File: config.mk
export PLATFORM = sky130hd
export DESIGN_NAME = nmea_gga_position_parser_top
export DESIGN_NICKNAME = d
export VERILOG_FILES = /design/src/rtl/ngga_pkg.sv /design/src/rtl/ngga_field.sv /design/src/rtl/nmea_gga_position_parser_top.sv
export SDC_FILE = /design/constraint.sdc
export NUM_CORES = 2
export LEC_CHECK = 0
export BUFFER_PORTS_ARGS = -buffer_cell sky130_fd_sc_hd__buf_2
export CORE_MARGIN = 8
export CORE_UTILIZATION = 60
export DETAILED_ROUTE_END_ITERATION = 16
export PLACE_DENSITY = 0.77
export SYNTH_ARGS = -nofsm -noshare
export SYNTH_HDL_FRONTEND = slang
export SYNTH_SLANG_ARGS = --single-unit
File: constraint.sdc
create_clock -name aclk -period 12.43 [get_ports aclk]
set_clock_uncertainty 0.05 [all_clocks]
set_input_delay 0.6215 -clock aclk [delete_from_list [all_inputs] [get_ports aclk]]
set_output_delay 0.6215 -clock aclk [all_outputs]
set_load 0.01 [all_outputs]
File: src/rtl/ngga_pkg.sv
// ----------------------------------------------------------------------------
// ngga_pkg
// Shared constants, types and tables of the GGA position parser.
// ----------------------------------------------------------------------------
package ngga_pkg;

    localparam int FRACTION_DIGITS_DEF = 5;
    localparam int FIELD_CHARS_DEF     = 14;
    localparam int INDEX_BITS_DEF      = 16;

    localparam int BYTE_W     = 8;
    localparam int FIXED_W    = 32;
    localparam int FIX_IDX_W  = 16;
    localparam int FRAC_CNT_W = 3;
    localparam int CHAR_CNT_W = 4;
    localparam int POW10_W    = 24;
    localparam int HDR_IDX_W  = 3;
    localparam int OUT_DATA_W = 2 * FIXED_W + FIX_IDX_W;

    localparam logic [BYTE_W-1:0] CH_DOLLAR = 8'h24;
    localparam logic [BYTE_W-1:0] CH_G      = 8'h47;
    localparam logic [BYTE_W-1:0] CH_P      = 8'h50;
    localparam logic [BYTE_W-1:0] CH_A      = 8'h41;
    localparam logic [BYTE_W-1:0] CH_COMMA  = 8'h2C;
    localparam logic [BYTE_W-1:0] CH_POINT  = 8'h2E;
    localparam logic [BYTE_W-1:0] CH_ZERO   = 8'h30;
    localparam logic [BYTE_W-1:0] CH_NINE   = 8'h39;

    localparam logic [FIXED_W-1:0] SAT_VALUE = '1;

    // Control from the sentence sequencer to the field converter.
    typedef struct packed {
        logic feed;
        logic clear;
    } field_ctrl_t;

    // Expected header character "$GPGGA," at each match position.
    function automatic logic [BYTE_W-1:0] header_char(input logic [HDR_IDX_W-1:0] idx);
        logic [BYTE_W-1:0] c;
        case (idx)
            3'd0:    c = CH_DOLLAR;
            3'd1:    c = CH_G;
            3'd2:    c = CH_P;
            3'd3:    c = CH_G;
            3'd4:    c = CH_G;
            3'd5:    c = CH_A;
            3'd6:    c = CH_COMMA;
            default: c = CH_COMMA;
        endcase
        return c;
    endfunction

    function automatic logic [POW10_W-1:0] pow10(input logic [FRAC_CNT_W-1:0] n);
        logic [POW10_W-1:0] p;
        case (n)
            3'd0:    p = 24'd1;
            3'd1:    p = 24'd10;
            3'd2:    p = 24'd100;
            3'd3:    p = 24'd1000;
            3'd4:    p = 24'd10000;
            3'd5:    p = 24'd100000;
            3'd6:    p = 24'd1000000;
            3'd7:    p = 24'd10000000;
            default: p = 24'd1;
        endcase
        return p;
    endfunction

endpackage

File: src/rtl/ngga_field.sv
// ----------------------------------------------------------------------------
// ngga_field
// Decimal field converter: accumulates digits with one optional point and
// scales the result to a fixed number of fraction places, saturating.
// ----------------------------------------------------------------------------
module ngga_field #(
    parameter int FRACTION_DIGITS = ngga_pkg::FRACTION_DIGITS_DEF,
    parameter int FIELD_CHARS     = ngga_pkg::FIELD_CHARS_DEF
) (
    input  logic                             aclk,
    input  logic                             aresetn,
    input  ngga_pkg::field_ctrl_t            ctrl,
    input  logic [ngga_pkg::BYTE_W-1:0]      rx_byte,
    output logic [ngga_pkg::FIXED_W-1:0]     value
);

    localparam logic [ngga_pkg::FRAC_CNT_W-1:0] FRAC_MAX =
        ngga_pkg::FRAC_CNT_W'(FRACTION_DIGITS);
    localparam logic [ngga_pkg::CHAR_CNT_W-1:0] CHAR_MAX =
        ngga_pkg::CHAR_CNT_W'(FIELD_CHARS);
    localparam int MUL_W = ngga_pkg::FIXED_W + 4;
    localparam int PROD_W = ngga_pkg::FIXED_W + ngga_pkg::POW10_W;

    logic [ngga_pkg::FIXED_W-1:0]    acc_reg, acc_next;
    logic [ngga_pkg::FRAC_CNT_W-1:0] frac_cnt_reg, frac_cnt_next;
    logic                            point_reg, point_next;
    logic                            stop_reg, stop_next;
    logic [ngga_pkg::CHAR_CNT_W-1:0] char_cnt_reg, char_cnt_next;

    logic                            is_digit;
    logic [MUL_W-1:0]                mac;
    logic [ngga_pkg::FIXED_W-1:0]    mac_sat;
    logic [PROD_W-1:0]               scaled;

    assign is_digit = (rx_byte >= ngga_pkg::CH_ZERO) && (rx_byte <= ngga_pkg::CH_NINE);
    assign mac = MUL_W'(acc_reg) * MUL_W'(10) + MUL_W'(rx_byte - ngga_pkg::CH_ZERO);
    assign mac_sat = (mac[MUL_W-1:ngga_pkg::FIXED_W] != '0) ? ngga_pkg::SAT_VALUE
                                                             : mac[ngga_pkg::FIXED_W-1:0];

    // Scaling by ten once per missing fraction place saturates exactly like
    // one product with the matching power of ten.
    assign scaled = PROD_W'(acc_reg) * PROD_W'(ngga_pkg::pow10(FRAC_MAX - frac_cnt_reg));
    assign value = (scaled[PROD_W-1:ngga_pkg::FIXED_W] != '0) ? ngga_pkg::SAT_VALUE
                                                               : scaled[ngga_pkg::FIXED_W-1:0];

    always_comb begin
        acc_next      = acc_reg;
        frac_cnt_next = frac_cnt_reg;
        point_next    = point_reg;
        stop_next     = stop_reg;
        char_cnt_next = char_cnt_reg;
        if (ctrl.clear) begin
            acc_next      = '0;
            frac_cnt_next = '0;
            point_next    = 1'b0;
            stop_next     = 1'b0;
            char_cnt_next = '0;
        end else if (ctrl.feed && (char_cnt_reg < CHAR_MAX)) begin
            char_cnt_next = char_cnt_reg + 1'b1;
            if (!stop_reg) begin
                if (is_digit) begin
                    if (!point_reg) begin
                        acc_next = mac_sat;
                    end else if (frac_cnt_reg < FRAC_MAX) begin
                        acc_next      = mac_sat;
                        frac_cnt_next = frac_cnt_reg + 1'b1;
                    end
                end else if ((rx_byte == ngga_pkg::CH_POINT) && !point_reg) begin
                    point_next = 1'b1;
                end else begin
                    stop_next = 1'b1;
                end
            end
        end
    end

    always_ff @(posedge aclk) begin
        if (!aresetn) begin
            acc_reg      <= '0;
            frac_cnt_reg <= '0;
            point_reg    <= 1'b0;
            stop_reg     <= 1'b0;
            char_cnt_reg <= '0;
        end else begin
            acc_reg      <= acc_next;
            frac_cnt_reg <= frac_cnt_next;
            point_reg    <= point_next;
            stop_reg     <= stop_next;
            char_cnt_reg <= char_cnt_next;
        end
    end

endmodule

File: src/rtl/nmea_gga_position_parser_top.sv
// ----------------------------------------------------------------------------
// nmea_gga_position_parser_top
// Parses GGA sentences from a byte stream into fixed-point positions.
// ----------------------------------------------------------------------------
// Usage:
//   The slave channel takes one received character per item. The block looks
//   for the header "$GPGGA,", skips the time field, converts the latitude
//   field, skips the hemisphere field and converts the longitude field.
//   At the comma that closes the longitude field one item leaves on the
//   master channel with both values (field value times 10^FRACTION_DIGITS,
//   saturating) and a wrapping sentence index.
//   Throughput: one character per cycle while no untaken result blocks it.
//   Each character only needs a phase update and one multiply-by-ten
//   accumulate; a closing comma adds a power-of-ten multiply of field registers.
//   Latency: the result is valid in the cycle after the closing comma is
//   accepted. The master side has a single output register; while it holds
//   an item the receiver has not taken, s_axis_tready drops only if
//   m_axis_tready is low, so no result is lost.
//   Reset (aresetn low, synchronous) returns the parser to the header hunt,
//   clears the field converter, the held latitude and the sentence index,
//   and empties the output register.
// ----------------------------------------------------------------------------
module nmea_gga_position_parser_top #(
    parameter int FRACTION_DIGITS = ngga_pkg::FRACTION_DIGITS_DEF,
    parameter int FIELD_CHARS     = ngga_pkg::FIELD_CHARS_DEF,
    parameter int INDEX_BITS      = ngga_pkg::INDEX_BITS_DEF
) (
    input  logic                                aclk,
    input  logic                                aresetn,
    input  logic                                s_axis_tvalid,
    output logic                                s_axis_tready,
    // [7:0] rx_byte
    input  logic [ngga_pkg::BYTE_W-1:0]         s_axis_tdata,
    output logic                                m_axis_tvalid,
    input  logic                                m_axis_tready,
    // [31:0] latitude_fixed, [63:32] longitude_fixed, [79:64] fix_index
    output logic [ngga_pkg::OUT_DATA_W-1:0]     m_axis_tdata
);

    localparam logic [3:0] PH_HUNT      = 4'd0;
    localparam logic [3:0] PH_SKIP_TIME = 4'd7;
    localparam logic [3:0] PH_LAT       = 4'd8;
    localparam logic [3:0] PH_SKIP_HEMI = 4'd9;
    localparam logic [3:0] PH_LON       = 4'd10;

    logic [3:0]                          phase_reg, phase_next;
    logic [ngga_pkg::FIXED_W-1:0]        lat_hold_reg, lat_hold_next;
    logic [INDEX_BITS-1:0]               fix_cnt_reg, fix_cnt_next;
    logic                                m_valid_reg;
    logic [ngga_pkg::OUT_DATA_W-1:0]     m_data_reg;

    logic                                accept;
    logic                                emit;
    logic                                is_comma;
    logic [ngga_pkg::FIXED_W-1:0]        field_value;
    logic [31:0]                         fix_wide;
    ngga_pkg::field_ctrl_t               fctrl;

    assign s_axis_tready = !m_valid_reg || m_axis_tready;
    assign accept        = s_axis_tvalid && s_axis_tready;
    assign is_comma      = (s_axis_tdata == ngga_pkg::CH_COMMA);
    assign fix_wide      = 32'(fix_cnt_reg);

    ngga_field #(
        .FRACTION_DIGITS (FRACTION_DIGITS),
        .FIELD_CHARS     (FIELD_CHARS)
    ) u_field (
        .aclk    (aclk),
        .aresetn (aresetn),
        .ctrl    (fctrl),
        .rx_byte (s_axis_tdata),
        .value   (field_value)
    );

    always_comb begin
        phase_next    = phase_reg;
        lat_hold_next = lat_hold_reg;
        fix_cnt_next  = fix_cnt_reg;
        emit          = 1'b0;
        fctrl         = '0;
        if (accept) begin
            if (phase_reg < PH_SKIP_TIME) begin
                // A mismatching byte is consumed; the hunt restarts after it.
                if (s_axis_tdata == ngga_pkg::header_char(phase_reg[ngga_pkg::HDR_IDX_W-1:0]))
                begin
                    phase_next = phase_reg + 1'b1;
                end else begin
                    phase_next = PH_HUNT;
                end
            end else begin
                case (phase_reg)
                    PH_SKIP_TIME, PH_SKIP_HEMI: begin
                        if (is_comma) begin
                            phase_next  = phase_reg + 1'b1;
                            fctrl.clear = 1'b1;
                        end
                    end
                    PH_LAT: begin
                        if (is_comma) begin
                            lat_hold_next = field_value;
                            phase_next    = PH_SKIP_HEMI;
                            fctrl.clear   = 1'b1;
                        end else begin
                            fctrl.feed = 1'b1;
                        end
                    end
                    PH_LON: begin
                        if (is_comma) begin
                            emit         = 1'b1;
                            fix_cnt_next = fix_cnt_reg + 1'b1;
                            phase_next   = PH_HUNT;
                            fctrl.clear  = 1'b1;
                        end else begin
                            fctrl.feed = 1'b1;
                        end
                    end
                    default: begin
                        phase_next = PH_HUNT;
                    end
                endcase
            end
        end
    end

    always_ff @(posedge aclk) begin
        if (!aresetn) begin
            phase_reg    <= PH_HUNT;
            lat_hold_reg <= '0;
            fix_cnt_reg  <= '0;
            m_valid_reg  <= 1'b0;
        end else begin
            phase_reg    <= phase_next;
            lat_hold_reg <= lat_hold_next;
            fix_cnt_reg  <= fix_cnt_next;
            if (emit) begin
                m_valid_reg <= 1'b1;
            end else if (m_axis_tready) begin
                m_valid_reg <= 1'b0;
            end
        end
    end

    always_ff @(posedge aclk) begin
        if (emit) begin
            m_data_reg <= {fix_wide[ngga_pkg::FIX_IDX_W-1:0], field_value, lat_hold_reg};
        end
    end

    assign m_axis_tvalid = m_valid_reg;
    assign m_axis_tdata  = m_data_reg;

    // A result always carries the index held before it and advances it by one.
    a_index_step: assert property (@(posedge aclk) disable iff (!aresetn)
        emit |=> (fix_cnt_reg == $past(fix_cnt_reg) + 1'b1) && m_axis_tvalid
             && (m_axis_tdata[ngga_pkg::OUT_DATA_W-1:2*ngga_pkg::FIXED_W]
                 == $past(fix_wide[ngga_pkg::FIX_IDX_W-1:0])))
        else $error("sentence index did not advance with the result");

    // Input stalls only behind an unaccepted result.
    a_stall_cause: assert property (@(posedge aclk) disable iff (!aresetn)
        !s_axis_tready |-> (m_axis_tvalid && !m_axis_tready))
        else $error("input stalled without a waiting result");

    // After a result the parser is back to hunting for a header.
    a_hunt_after_emit: assert property (@(posedge aclk) disable iff (!aresetn)
        emit |=> (phase_reg == PH_HUNT))
        else $error("parser not hunting after a result");

    // The held latitude only changes at the comma that closes that field.
    a_lat_hold: assert property (@(posedge aclk) disable iff (!aresetn)
        !(accept && (phase_reg == PH_LAT) && is_comma) |=> $stable(lat_hold_reg))
        else $error("latitude changed outside its closing comma");

endmodule

# [After elaboration in Yosys (flattened, before gate mapping)]
# Memory sizes are Yosys's and may differ from the RTL's.
# Index checks and enable logic that the tools add are counted.
# Widths: inputs -> output; s select.
[classes] reduce_logical=22 order_cmp=5 multipliers=2 add_sub_neg=7 bitwise_logic=4 n_mux=27 n_eq_ne=16
[ops] operator="$mux 32" count=4
[ops] operator="$mul 32x24->56" count=1
[ops] operator="$add 36x36->36" count=1
[ops] operator="$mul 32x3->35 const B" count=1
[ops] operator="$pmux 7 s4" count=1
[ops] operator="$reduce_bool 24->1" count=1
[ops] operator="$mux 4" count=5
[ops] operator="$reduce_and 4->1" count=5
[ops] operator="$add 16x1->16 const B" count=1
[ops] operator="$eq 8x6->1 const B" count=2
[ops] operator="$mux 8" count=2
[ops] operator="$eq 4x4->1 const B" count=3
[ops] operator="$mux 1" count=12
[ops] operator="$pmux 4 s3" count=1
[ops] operator="$ne 3x3->1 const B" count=3
[ops] operator="$sub 8x6->9 const B" count=1
[ops] operator="$add 4x1->4 const B" count=2
[ops] operator="$eq 8x8->1" count=1
[ops] operator="$ge 8x6->1 const B" count=1
[ops] operator="$le 8x6->1 const B" count=1
[ops] operator="$eq 3x2->1 const B" count=2
[ops] operator="$eq 3x3->1 const B" count=2
[ops] operator="$reduce_or 2->1" count=3
[ops] operator="$reduce_and 5->1" count=1
[ops] operator="other kinds (18)" count=26
[word_totals] inputBits=12 regBits=174 wordCells=94 mem_bits_ro=168 output_inout_bits=82 n_memories=1
[memory_table] memory="(no name shown)" words=8 word_bits=21 rd=1 rd_clocked_by_memory_dff=0 write_ports=0 line_no="ngga_pkg.sv:55" rtl="case (n)"

# [Depth between registers and ports, before layout]
[logic_depth] depth_word=8 ltp_mapped=36 mapped_depth_nobuf=30

# [Hierarchy]
# Synthesis repeated with hierarchy kept, for this count alone.
[hier_totals] cells_unflattened=3643 hier_area_um2=32896.6
[by_module_without_submodules] mod="ngga_field" cells_per_inst=3244 seq_area_each_um2=820.8 instances=1 area_each_um2=27934.3
[by_module_without_submodules] mod="nmea_gga_position_parser_top" cells_per_inst=399 seq_area_each_um2=3463.3 instances=1 area_each_um2=4962.3

# [Worst setup path before layout]
# Ideal clock, no wire load.
[synth_path] path_type="register to register" from="reg u_field.frac_cnt_reg[0] (netlist bit)" to="reg m_data_reg, in the netlist m_axis_tdata[45] (data pin)" t_required_ps=12115 period_less_slack_ps=8715 setup_ps=265 path_stages_with_launch=33 n_path_buf=6 slack_ps=3715 arrival_time_ps=8400 path_cell_list="dfxtp_1 -> clkbuf_1 -> inv_1 -> clkbuf_1 -> ha_1 -> clkbuf_1 -> a21oi_1 -> clkbuf_1 -> nor2b_1 -> fa_1 -> fa_1 -> inv_1 -> fa_1 -> fa_1 -> inv_1 -> fa_1 -> fa_1 -> inv_1 -> fa_1 -> inv_1 -> ha_1 -> buf_2 -> nand4_1 -> or3_1 -> or3b_1 -> o22ai_2 -> o21ai_1 -> mux2_2 -> o311ai_0 -> nor4_1 -> nand4_1 -> clkbuf_1 -> or3_1"
[synth_between] elab_chain_cells=5
[synth_lines] element="start, declared" line_no="ngga_field.sv:25" rtl="logic [ngga_pkg::FRAC_CNT_W-1:0] frac_cnt_reg, frac_cnt_next;"
[synth_lines] element="start signal, assigned" line_no="ngga_field.sv:86" rtl="frac_cnt_reg <= frac_cnt_next;"
[synth_lines] element="$sub 3x3->3 (*)" line_no="ngga_field.sv:42" rtl="assign scaled = PROD_W'(acc_reg) * PROD_W'(ngga_pkg::pow10(FRAC_MAX - frac_cnt_reg));"
[synth_lines] element="$mem_v2 8x21 (*)"
[synth_lines] element="$mul 32x24->56 (*)" line_no="ngga_field.sv:42"
[synth_lines] element="$reduce_bool 24->1" line_no="ngga_field.sv:43" rtl="assign value = (scaled[PROD_W-1:ngga_pkg::FIXED_W] != '0) ? ngga_pkg::SAT_VALUE"
[synth_lines] element="$mux 32 (*)" line_no="ngga_field.sv:43"
[synth_lines] element="net field_value (one bit)" line_no="nmea_gga_position_parser_top.sv:55" rtl="logic [ngga_pkg::FIXED_W-1:0] field_value;"
[synth_lines] element="end signal, assigned" line_no="nmea_gga_position_parser_top.sv:145" rtl="m_data_reg <= {fix_wide[ngga_pkg::FIX_IDX_W-1:0], field_value, lat_hold_reg};"
[synth_lines] element="end, declared" line_no="nmea_gga_position_parser_top.sv:50" rtl="logic [ngga_pkg::OUT_DATA_W-1:0] m_data_reg;"
# The timed path passes the listed nets; every way through them passes the cells marked *.
# A chain may end at the register's enable or synchronous reset.

# [Worst setup path after layout]
[layout_path] from="reg u_field.frac_cnt_reg[1] (netlist bit)" to="reg m_data_reg, in the netlist m_axis_tdata[47] (data pin)"
# The elaborated chain is that of the path after synthesis.

==> impl_metrics.ini <==
[status]
status = complete, no violations

[floorplanning]
start_util = 0.602
die-height_um = 250
std_cell_rows = 86
dieArea_um2 = 62700
fp.coreArea_um2 = 54800
floorplan.io_pins = 94
die_w_um = 250

[power]
vdd.ir_drop.worst_v = 0.000101
combPwrFrac = 0.032
powerDensity_nw_per_um2 = 34.6
share_seq_of_total_power = 0.493
pwr-share-clk = 0.475
p_sw_frac = 0.216
total_power_mw = 1.20
p_sw_mw = 0.260
internal_power_mw = 0.943
power.leakage_nw = 17.7

[global_routing]
grt_start_max_net_pins = 71
grtUsageTotal = 0.287
number_of_global_route_vias_before_repair = 27163
gr_overflow_total = 0
wire_length_of_the_first_global_routing_pass_um = 143000
initial_antenna_violation_count = 0

[clocking]
cts_repair_resize_count = 0
clock_sinks = 174
tritoncts_clock_tree = done
clk_latency_ns = 0.47
ctsHtreeMaxLevel = 4
clock-root-buffer = sky130_fd_sc_hd__clkbuf_16
cts_made_buffers = 17
clk_path_buf_depth = 2
cts-hold-fix-buffers = 0
post_cts.repair.setup_buffers = 0
cts.clk_slew.worst_paths_ns = 0.07

[setup_path]
worst_ep_arrival_time_ns = 11.27
largest_delay_share_family_worst_path = adder cells
worst-path-max-fanout = 70
worst_path_most_repeated_cell = sky130_fd_sc_hd__fa_1
critical-path-slowest-cell = sky130_fd_sc_hd__nand2_1
worstSetupEndpointType = flip-flop
critPathKind = flip-flop to flip-flop
worstPathBufferInverterCount = 8
critPathMaxStageDelay_ns = 0.85
cp.required_ns = 12.58
startpoint_type = flip-flop

[logic_synthesis]
netlist_area_um2 = 33000
synth_top_family_by_area = adder cells
share_of_the_yosys_chip_area_belonging_to_registers = 0.130
post_synth_xor_area_fraction = 0.0312
number_of_distinct_library_cell_variants_in_the_gate_level_netlist_after_synthesis = 76
synth-compound-area-share = 0.106
synth_commonest_cells = 770 x sky130_fd_sc_hd__inv_1, 561 x sky130_fd_sc_hd__fa_1, 348 x sky130_fd_sc_hd__ha_1
syn-instance-count = 3676
syn_area_per_cell_um2 = 8.97
register_bit_total_from_synthesis = 174
synth_top_area_cell = sky130_fd_sc_hd__fa_1
synthFlopType = sky130_fd_sc_hd__dfxtp_1
most_common_cell_in_the_netlist = sky130_fd_sc_hd__inv_1
yosysWarnings = 0
adder_cell_share_of_the_synthesized_area = 0.472
synth.area.mux_share = 0.00281
synth-async-reset-ratio = 0
synth-simple-area-share = 0.152
synth_enable_flop_cells = 80
synth_top_cells_by_area = sky130_fd_sc_hd__fa_1 34%, sky130_fd_sc_hd__ha_1 13%, sky130_fd_sc_hd__inv_1 8.8%, sky130_fd_sc_hd__edfxtp_1 7.3%, sky130_fd_sc_hd__dfxtp_1 5.7%
synth_fp_nets = 4597
portion_of_synthesized_cell_area_occupied_by_the_leading_cell_type = 0.340

[timing]
report.final.setup_viol = 0
final.min_clock_period_ns = 11.12
worst_pin_slew_ns = 1.29
relative_slew_margins = 0.139
max_freq_mhz = 89.9
timing_max_transition_violations_final = 0
hold_viol_final = 0
fin_tns_setup_ns = 0
fin_ws_ns = 1.31
final_min_period_over_clock_period = 0.895
grt_setup_unrepaired = no

[routing]
routed_wl_um = 87500
routed_wire_length_per_instance_um = 19.9
remaining_drc_errors = 0
vias = 25806
detail_route.first_pass.iterations = 5
via_per_inst = 5.87
first_iter_violations = 1858
antenna_violating_nets_post_route = 0

[run]
drv.max_cap_violation_count = 0

[finish]
area.growth.synth_to_final_pct = 5.33
nNetsFinal = 4603
fin_area_um2 = 34700
largest_reg_flops = 80
final_layout_size_suffix_gt1_frac = 0.0509
finish.utilization = 0.634

[min_path]
hold_path_class = flip-flop to flip-flop

[place]
dp_area_um2 = 34100
place.detailed.hpwl_um = 70100
detailedPlace.worstSlack_ns = 1.66
numPortBuffers = 93
gp_congestion = 0.959
## cells in the final DEF (no fill, tap or decap), drive strengths merged, types with 100 or more instances in the layout
master	count
inv	772
and2	231
nand2	286
nor2	126
buf	137
nor2b	100
fa	561
a21oi	183
o21ai	162
ha	348
## power by group through the flow
stage | sequential (mW) | clock, mW | combinational, mW
after floorplan | 0.606 | 0 | 0.0272
after detailed placement | 0.606 | 0 | 0.0388
final | 0.593 | 0.571 | 0.0390
after global placement | 0.606 | 0 | 0.0382
after CTS | 0.593 | 0.576 | 0.0391
after global routing | 0.593 | 0.596 | 0.0435
## through the flow
stage / hold WS (ns) / cells
finish: 0.366 / 4400
global route: 0.381 / 4399
CTS: 0.366 / 4399
detailed placement: 0.358 / 4367
global placement: 0.359 / 4367
floorplan: 0.353 / 3676
## worst register-to-register path: cells and delay by family (launching register included)
| kind | cells | cell delay, ns |
|---|---|---|
| AO/OA/AOI/OAI | 5 | 1.27 |
| AND/OR/NAND/NOR | 9 | 3.30 |
| adder cells (fa/ha/maj) | 9 | 4.26 |
| buffers and inverters | 8 | 1.48 |
| flip-flops | 1 | 0.51 |
## cell families (layout without fill, tap and decap cells)
family | Yosys count | after routing
AOI/OAI and AO/OA | 574 | 574
xor gates and xnor gates | 116 | 116
adders and majority gates | 909 | 909
buffers and inverters | 923 | 942
DFF | 174 | 174
muxes | 9 | 9
other | 0 | 1
and+or+nand+nor | 971 | 971
## layer usage
metal  wire, um  vias up  GRT usage
li1           -    11683          -
met1      33700    12664      0.350
met2      41700     1130      0.482
met3       6770      329     0.0474
met4       5340        0      0.167
met5          0        -          0
## path summary, 6_finish.rpt
| path | start | end | slack [ns] | cells after the start |
|---|---|---|---|---|
| max | u_field.frac_cnt_reg[1] | m_axis_tdata[47] | 1.31 | 31 |
| min reg2reg | lat_hold_reg[16] | m_axis_tdata[16] | 0.37 | 0 |
| max reg2reg | u_field.frac_cnt_reg[1] | m_axis_tdata[47] | 1.31 | 31 |
| min | lat_hold_reg[16] | m_axis_tdata[16] | 0.37 | 0 |
## final cells by class
cell class / count / area, um2
multi-input combinational: 2579 / 25200
fill: 4477 / 20000
sequential: 174 / 4280
inverter: 773 / 2900
tap: 704 / 881
timing repair buffer: 137 / 808
clock buffer: 18 / 429
clock inverter: 14 / 190
antenna: 1 / 2.50
No activity file was read; power rests on OpenSTA's default activity.
